### src/rsht_pkg.sv
package rsht_pkg;

    localparam int TBL_DEPTH = 16;
    localparam int IDX_W     = $clog2(TBL_DEPTH);
    localparam int CNT_W     = 5;

    localparam logic [63:0] MISS_VALUE = 64'h8000_0000_0000_0000;

    typedef enum logic [1:0] {
        REQ_ADD    = 2'd0,
        REQ_REMOVE = 2'd1,
        REQ_READ   = 2'd2,
        REQ_WRITE  = 2'd3
    } req_code_t;

    typedef struct packed {
        req_code_t   req_type;
        logic [31:0] reg_index;
        logic [63:0] data_value;
        logic        intercept_reads;
        logic        intercept_writes;
    } req_t;

    typedef struct packed {
        logic             hit;
        logic [63:0]      read_value;
        logic [CNT_W-1:0] entry_count;
        logic [63:0]      intercept_total;
    } rsp_t;

    typedef struct packed {
        logic [31:0] key;
        logic [63:0] value;
        logic        rflag;
        logic        wflag;
    } entry_t;

    localparam int ENTRY_W = $bits(entry_t);

    typedef enum logic [2:0] {
        ST_IDLE,
        ST_SCAN,
        ST_EXEC,
        ST_SHIFT,
        ST_RESP
    } state_t;

    typedef struct packed {
        logic load;
        logic scan;
        logic exec;
        logic shift;
        logic emit;
    } cmd_t;

    typedef struct packed {
        req_code_t req_type;
        logic      found;
        logic      match;
        logic      miss;
        logic      shift_end;
        logic      out_free;
    } sts_t;

endpackage

### src/register_shadow_table.sv
// An accepted request scans the filled slots until the key matches or the end is reached,
// then executes; a remove then moves each later entry down one slot, and the result is
// issued once the output is free. One request at a time; the next request is accepted
// the cycle after the result is issued.
// Reset: synchronous, active low; clears the entry count, the intercept counter and
// the handshakes. Table contents are not cleared.
module register_shadow_table (
    input  logic           aclk,
    input  logic           aresetn,
    input  logic           s_valid,
    output logic           s_ready,
    input  rsht_pkg::req_t s_req,
    output logic           m_valid,
    input  logic           m_ready,
    output rsht_pkg::rsp_t m_rsp
);

    import rsht_pkg::*;

    cmd_t cmd;
    sts_t sts;

    rsht_ctrl u_ctrl (
        .aclk    (aclk),
        .aresetn (aresetn),
        .s_valid (s_valid),
        .s_ready (s_ready),
        .sts     (sts),
        .cmd     (cmd)
    );

    rsht_dp u_dp (
        .aclk    (aclk),
        .aresetn (aresetn),
        .s_req   (s_req),
        .cmd     (cmd),
        .sts     (sts),
        .m_valid (m_valid),
        .m_ready (m_ready),
        .m_rsp   (m_rsp)
    );

endmodule

### src/rsht_ram.sv
module rsht_ram #(
    parameter int WIDTH = 8,
    parameter int DEPTH = 16,
    localparam int AW   = $clog2(DEPTH)
) (
    input  logic             aclk,
    input  logic             we,
    input  logic [AW-1:0]    waddr,
    input  logic [WIDTH-1:0] wdata,
    input  logic [AW-1:0]    raddr,
    output logic [WIDTH-1:0] rdata
);

    logic [WIDTH-1:0] mem_reg [DEPTH];
    logic [WIDTH-1:0] rdata_reg;

    always_ff @(posedge aclk) begin
        if (we) begin
            mem_reg[waddr] <= wdata;
        end
        rdata_reg <= mem_reg[raddr];
    end

    assign rdata = rdata_reg;

endmodule

### src/rsht_ctrl.sv
module rsht_ctrl (
    input  logic           aclk,
    input  logic           aresetn,
    input  logic           s_valid,
    output logic           s_ready,
    input  rsht_pkg::sts_t sts,
    output rsht_pkg::cmd_t cmd
);

    import rsht_pkg::*;

    state_t state_reg;
    state_t state_next;

    always_ff @(posedge aclk) begin
        if (!aresetn) begin
            state_reg <= ST_IDLE;
        end else begin
            state_reg <= state_next;
        end
    end

    always_comb begin
        state_next = state_reg;
        cmd        = '0;
        s_ready    = 1'b0;
        unique case (state_reg)
            ST_IDLE: begin
                s_ready = 1'b1;
                if (s_valid) begin
                    cmd.load   = 1'b1;
                    state_next = ST_SCAN;
                end
            end
            ST_SCAN: begin
                cmd.scan = 1'b1;
                if (sts.match || sts.miss) begin
                    state_next = ST_EXEC;
                end
            end
            ST_EXEC: begin
                cmd.exec = 1'b1;
                if (sts.req_type == REQ_REMOVE && sts.found) begin
                    state_next = ST_SHIFT;
                end else begin
                    state_next = ST_RESP;
                end
            end
            ST_SHIFT: begin
                cmd.shift = 1'b1;
                if (sts.shift_end) begin
                    state_next = ST_RESP;
                end
            end
            ST_RESP: begin
                if (sts.out_free) begin
                    cmd.emit   = 1'b1;
                    state_next = ST_IDLE;
                end
            end
            default: begin
                state_next = ST_IDLE;
            end
        endcase
    end

endmodule

### src/rsht_dp.sv
module rsht_dp (
    input  logic           aclk,
    input  logic           aresetn,
    input  rsht_pkg::req_t s_req,
    input  rsht_pkg::cmd_t cmd,
    output rsht_pkg::sts_t sts,
    output logic           m_valid,
    input  logic           m_ready,
    output rsht_pkg::rsp_t m_rsp
);

    import rsht_pkg::*;

    req_t             req_reg,      req_next;
    logic [CNT_W-1:0] count_reg,    count_next;
    logic [63:0]      total_reg,    total_next;
    logic [CNT_W-1:0] scan_idx_reg, scan_idx_next;
    logic [IDX_W-1:0] cmp_idx_reg,  cmp_idx_next;
    logic             pend_reg,     pend_next;
    logic             found_reg,    found_next;
    logic [IDX_W-1:0] slot_reg,     slot_next;
    entry_t           hold_reg,     hold_next;
    logic             hit_reg,      hit_next;
    logic [63:0]      rval_reg,     rval_next;
    logic             m_valid_reg,  m_valid_next;
    rsp_t             rsp_reg,      rsp_next;

    logic             ram_we;
    logic [IDX_W-1:0] ram_waddr;
    entry_t           ram_wdata;
    logic [IDX_W-1:0] ram_raddr;
    entry_t           ram_rdata;

    logic match;
    logic issue;
    logic at_end;

    rsht_ram #(
        .WIDTH (ENTRY_W),
        .DEPTH (TBL_DEPTH)
    ) u_table (
        .aclk  (aclk),
        .we    (ram_we),
        .waddr (ram_waddr),
        .wdata (ram_wdata),
        .raddr (ram_raddr),
        .rdata (ram_rdata)
    );

    assign match     = pend_reg && (ram_rdata.key == req_reg.reg_index);
    assign issue     = scan_idx_reg < count_reg;
    assign at_end    = !issue;
    assign ram_raddr = scan_idx_reg[IDX_W-1:0];

    assign sts.req_type  = req_reg.req_type;
    assign sts.found     = found_reg;
    assign sts.match     = match;
    assign sts.miss      = !match && at_end;
    assign sts.shift_end = at_end;
    assign sts.out_free  = !m_valid_reg || m_ready;

    assign m_valid = m_valid_reg;
    assign m_rsp   = rsp_reg;

    always_ff @(posedge aclk) begin
        if (!aresetn) begin
            count_reg   <= '0;
            total_reg   <= '0;
            pend_reg    <= 1'b0;
            m_valid_reg <= 1'b0;
        end else begin
            count_reg   <= count_next;
            total_reg   <= total_next;
            pend_reg    <= pend_next;
            m_valid_reg <= m_valid_next;
        end
    end

    always_ff @(posedge aclk) begin
        req_reg      <= req_next;
        scan_idx_reg <= scan_idx_next;
        cmp_idx_reg  <= cmp_idx_next;
        found_reg    <= found_next;
        slot_reg     <= slot_next;
        hold_reg     <= hold_next;
        hit_reg      <= hit_next;
        rval_reg     <= rval_next;
        rsp_reg      <= rsp_next;
    end

    always_comb begin
        req_next      = req_reg;
        count_next    = count_reg;
        total_next    = total_reg;
        scan_idx_next = scan_idx_reg;
        cmp_idx_next  = cmp_idx_reg;
        pend_next     = pend_reg;
        found_next    = found_reg;
        slot_next     = slot_reg;
        hold_next     = hold_reg;
        hit_next      = hit_reg;
        rval_next     = rval_reg;
        m_valid_next  = m_valid_reg;
        rsp_next      = rsp_reg;
        ram_we        = 1'b0;
        ram_waddr     = slot_reg;
        ram_wdata     = ram_rdata;

        if (cmd.load) begin
            req_next      = s_req;
            scan_idx_next = '0;
            pend_next     = 1'b0;
            hit_next      = 1'b0;
            rval_next     = MISS_VALUE;
        end

        // walk the filled slots, one read issued per cycle
        if (cmd.scan || cmd.shift) begin
            pend_next = issue;
            if (issue) begin
                cmp_idx_next  = scan_idx_reg[IDX_W-1:0];
                scan_idx_next = scan_idx_reg + CNT_W'(1);
            end
        end

        if (cmd.scan) begin
            if (match) begin
                found_next = 1'b1;
                slot_next  = cmp_idx_reg;
                hold_next  = ram_rdata;
            end else if (at_end) begin
                found_next = 1'b0;
            end
        end

        if (cmd.exec) begin
            unique case (req_reg.req_type)
                REQ_ADD: begin
                    ram_wdata.key   = req_reg.reg_index;
                    ram_wdata.value = req_reg.data_value;
                    ram_wdata.rflag = req_reg.intercept_reads;
                    ram_wdata.wflag = req_reg.intercept_writes;
                    if (found_reg) begin
                        ram_we    = 1'b1;
                        ram_waddr = slot_reg;
                        hit_next  = 1'b1;
                    end else if (count_reg < CNT_W'(TBL_DEPTH)) begin
                        ram_we     = 1'b1;
                        ram_waddr  = count_reg[IDX_W-1:0];
                        count_next = count_reg + CNT_W'(1);
                        hit_next   = 1'b1;
                    end
                end
                REQ_REMOVE: begin
                    scan_idx_next = CNT_W'(slot_reg) + CNT_W'(1);
                    pend_next     = 1'b0;
                end
                REQ_READ: begin
                    if (found_reg && hold_reg.rflag) begin
                        hit_next   = 1'b1;
                        rval_next  = hold_reg.value;
                        total_next = total_reg + 64'd1;
                    end
                end
                REQ_WRITE: begin
                    if (found_reg && hold_reg.wflag) begin
                        hit_next   = 1'b1;
                        total_next = total_reg + 64'd1;
                    end
                end
            endcase
        end

        // move each later entry down one slot
        if (cmd.shift) begin
            if (pend_reg) begin
                ram_we    = 1'b1;
                ram_waddr = cmp_idx_reg - IDX_W'(1);
                ram_wdata = ram_rdata;
            end
            if (at_end) begin
                count_next = count_reg - CNT_W'(1);
                hit_next   = 1'b1;
            end
        end

        if (cmd.emit) begin
            m_valid_next             = 1'b1;
            rsp_next.hit             = hit_reg;
            rsp_next.read_value      = rval_reg;
            rsp_next.entry_count     = count_reg;
            rsp_next.intercept_total = total_reg;
        end else if (m_ready) begin
            m_valid_next = 1'b0;
        end
    end

endmodule
### config.mk
export PLATFORM = sky130hd
export DESIGN_NAME = register_shadow_table
export DESIGN_NICKNAME = d
export VERILOG_FILES = /design/src/rsht_pkg.sv /design/src/register_shadow_table.sv /design/src/rsht_ram.sv /design/src/rsht_ctrl.sv /design/src/rsht_dp.sv
export SDC_FILE = /design/constraint.sdc
export NUM_CORES = 2
export LEC_CHECK = 0
export BUFFER_PORTS_ARGS = -buffer_cell sky130_fd_sc_hd__buf_4
export CORE_MARGIN = 10
export CORE_UTILIZATION = 53
export CTS_BUF_LIST = sky130_fd_sc_hd__clkbuf_8
export DETAILED_ROUTE_END_ITERATION = 8
export PLACE_DENSITY_LB_ADDON = 0.2
export SLEW_MARGIN = 30
export SYNTH_ARGS = -nofsm -noshare
export SYNTH_HDL_FRONTEND = slang
export SYNTH_SLANG_ARGS = --single-unit
export TNS_END_PERCENT = 20
### constraint.sdc
create_clock -name aclk -period 8.1 [get_ports aclk]
set_clock_uncertainty 0.2 [all_clocks]
set_input_delay 0.405 -clock aclk [delete_from_list [all_inputs] [get_ports aclk]]
set_output_delay 0.405 -clock aclk [all_outputs]
set_load 0.005 [all_outputs]
==> results.toml <==
[worst_setup_path]
crit_slowest_cell = "buf_4"
cp.arrival_ns = 5.04
path_cells = "or3b_4 > or3_4 > o21bai_1 > a21oi_1 > nand2_1 > nor2_4 > buf_4"
worstPathRequired_ns = 8.49
crit_fanout = 46
start_kind = "register"
critPathKind = "register to register"
reg2reg_depth = 7
end_kind = "register"
reg2reg_to = "u_dp.u_table.mem_reg[3][61]$_DFFE_PP_"
max_stage_delay_ns = 0.84
rrSetupSlack_ns = 3.45
critPathLaunch = "u_ctrl.state_reg[1]$_SDFFE_PN0P_"
regToRegStartpoint = "u_ctrl.state_reg[1]$_SDFFE_PN0P_"

[route]
wl_um = 167400
drc = 0
viasPerCell = 5.761
ant_nets = 0
wl_met2_um = 81940
wl_per_cell_um = 26.01
wl_met1_um = 72110
drt_iter0_markers = 3499
highest_layer = "met5"
vias = 37070
wl_met3_um = 11030
first_pass_iters = 5

[global_route]
grt_antenna_before_repair = 7
grt_max_degree = 136
grt_pass1_vias = 38780
grt-ovfl-total = 0
grt_pass1_wl_um = 253300
grt_usage_pct = 20.66

[clock_tree]
ctsResizeCount = 0
cts_tree = "yes"
cts_root_buf = "clkbuf_8"
postCtsHoldBufs = 204
cts_buffer_depth = 4
numClockSinks = 2119
cts_made_buffers = 351
clkSlewWorstSetupHoldPaths_ns = 0.06
insertion_delay_ns = 1.03
post_cts_buffers = 0
cts-htree-levels = 5

[timing]
rsz0062_at_grt = "no"
fin_crit_ns = 4.645
report.final.slew_viol_count = 0
tns_ns = 0
finalSetupViolCount = 0
worst_pin_slew_ns = 0.9862
slew_headroom_pct = 34.25
final_hold_viol_count = 0
fmax_ghz = 0.2153
final.setup.worst_slack_ns = 3.455
final.period_utilization_pct = 57.35

[power_and_ir_drop]
cellPowerDensity_nw_per_um2 = 295.8
peakVddDrop_mv = 0.1978
leakage_nw = 29.51
total_power_mw = 26.99

[die]
start_util_pct = 53.43
std_cell_rows = 140
fp.dieW_um = 403.3
die_area_um2 = 162600
pin_count = 240
die_h_um = 403.3
core_area_um2 = 145700

[synthesis]
netlist_area_um2 = 77870
synth-seq-area-share_pct = 78.61
synthDistinctLibCells = 55
postSynthCellCount = 3538
yosysWarnings = 0
ys.flop_type = "edfxtp_1"
syn_nets = 3652
synth_edf_count = 1877
avgSynthCellArea_um2 = 22.01
ys_ff_latch = 2119
async_flop_share_pct = 0

[final_layout]
areaGrowthSynthToFinish_pct = 17.17
fin_nets = 4352
layout_common_cells = "edfxtp_1 (1877), mux4_2 (490), clkbuf_8 (397), buf_4 (285), dfxtp_1 (238)"
drive_above_1_share_pct = 30.82
largest_reg_flops = 1568
layout_commonest_cell = "edfxtp_1"

[hold_path]
holdCritStartpoint = "u_dp.u_table.rdata[40]$_DFF_P_"
hold_class = "register to register"
min_to = "u_dp.hold_reg[40]$_DFFE_PP_"
hold_depth = 0

[outcome]
status = "finished clean"

[flow_run]
cap_viol_max_count = 0

[place]
port_buffers = 239
place_congestion = 0.7551
dp_worst_setup_slack_ns = 3.398
hpwl_um = 90610
## critical path, delay by kind of cell, from the launching register on
kind / cells / cell delay [ns]
AO/OA/AOI/OAI: 2 / 0.57
flip-flops: 1 / 0.53
AND/OR/NAND/NOR: 4 / 2.11
buffers and inverters: 1 / 0.84
## how the worst max path moves through the flow
stage,end,slack (ns),cells after the start
2_1_floorplan,u_dp.hold_reg[0]$_DFFE_PP_,1.05,5
3_3_place_gp,u_dp.u_table.mem_reg[12][78]$_DFFE_PP_,3.24,7
3_5_place_dp,u_dp.u_table.mem_reg[1][57]$_DFFE_PP_,3.40,7
4_1_cts,u_dp.u_table.mem_reg[1][57]$_DFFE_PP_,3.40,7
5_1_grt,u_dp.u_table.mem_reg[0][61]$_DFFE_PP_,3.24,7
6_report,u_dp.u_table.mem_reg[3][61]$_DFFE_PP_,3.45,7
## kinds of logic after synthesis
logic type,after synthesis,synth area share (%)
buf+inv,180,0.8838
flops,2119,78.61
fa+ha+maj,10,0.1607
simple gates,420,2.688
mux,600,15.75
compound gates,113,0.8292
xor+xnor,96,1.080
## layer usage
metal	global-route usage, %	up-vias
met5	0	-
met1	29.38	19600
met4	4.715	8
li1	-	15990
met3	4.394	217
met2	33.11	1264
## synth_stat cells, types with 2 or more instances
library cell | n | area, um2
a21boi_0 | 8 | 60.06
a21o_1 | 2 | 15.01
a21oi_1 | 14 | 70.07
a31oi_1 | 4 | 25.02
and2_1 | 60 | 375.4
and3_1 | 12 | 75.07
and3b_1 | 2 | 17.52
and4_1 | 3 | 26.28
buf_1 | 40 | 150.1
buf_2 | 4 | 20.02
clkbuf_1 | 120 | 450.4
dfxtp_1 | 242 | 4845
edfxtp_1 | 1877 | 56360
ha_1 | 10 | 125.1
inv_1 | 15 | 56.30
mux2_2 | 102 | 1149
mux2i_1 | 8 | 80.08
mux4_2 | 490 | 11040
nand2_1 | 172 | 645.6
nand2b_1 | 4 | 25.02
nand3_1 | 44 | 220.2
nand4_1 | 26 | 162.7
nand4b_1 | 3 | 26.28
nor2_1 | 41 | 153.9
nor2b_1 | 10 | 62.56
nor3_1 | 11 | 55.05
nor3b_1 | 2 | 15.01
nor4_1 | 13 | 81.33
nor4b_1 | 2 | 17.52
o211ai_1 | 2 | 15.01
o21ai_0 | 70 | 350.3
or2_2 | 2 | 12.51
or3_1 | 6 | 37.54
or4_1 | 2 | 15.01
xnor2_1 | 55 | 481.7
xor2_1 | 41 | 359.1
## report_power, final
group	total (mW)	switching [mW]	leakage, nW	internal, mW
clock network	8.87	4.04	3.93	4.82
logic	4.16	2.45	6.66	1.71
registers	14.0	0.424	18.9	13.5
## through the flow
stage	std cells	utilization [%]	hold WS [ns]	cell area, um2
floorplan	3538	-	0.2027	77870
global placement	5586	56.38	0.2053	82160
detailed placement	5595	56.53	0.2117	82390
CTS	6428	62.54	0.1538	91140
global route	6433	62.60	0.2141	91230
finish	6435	62.60	0.2180	91230
## area by class of cell
class	instances	area, um2
Clock buffer	397	5464
Timing Repair Buffer	512	4700
Antenna cell	4	10.01
Inverter	15	61.31
Tap cell	1917	2399
Fill cell	10120	54510
Multi-Input combinational cell	1239	16130
Sequential cell	2119	61220
Clock inverter	232	1245
Power figures use the tool's default switching activity.
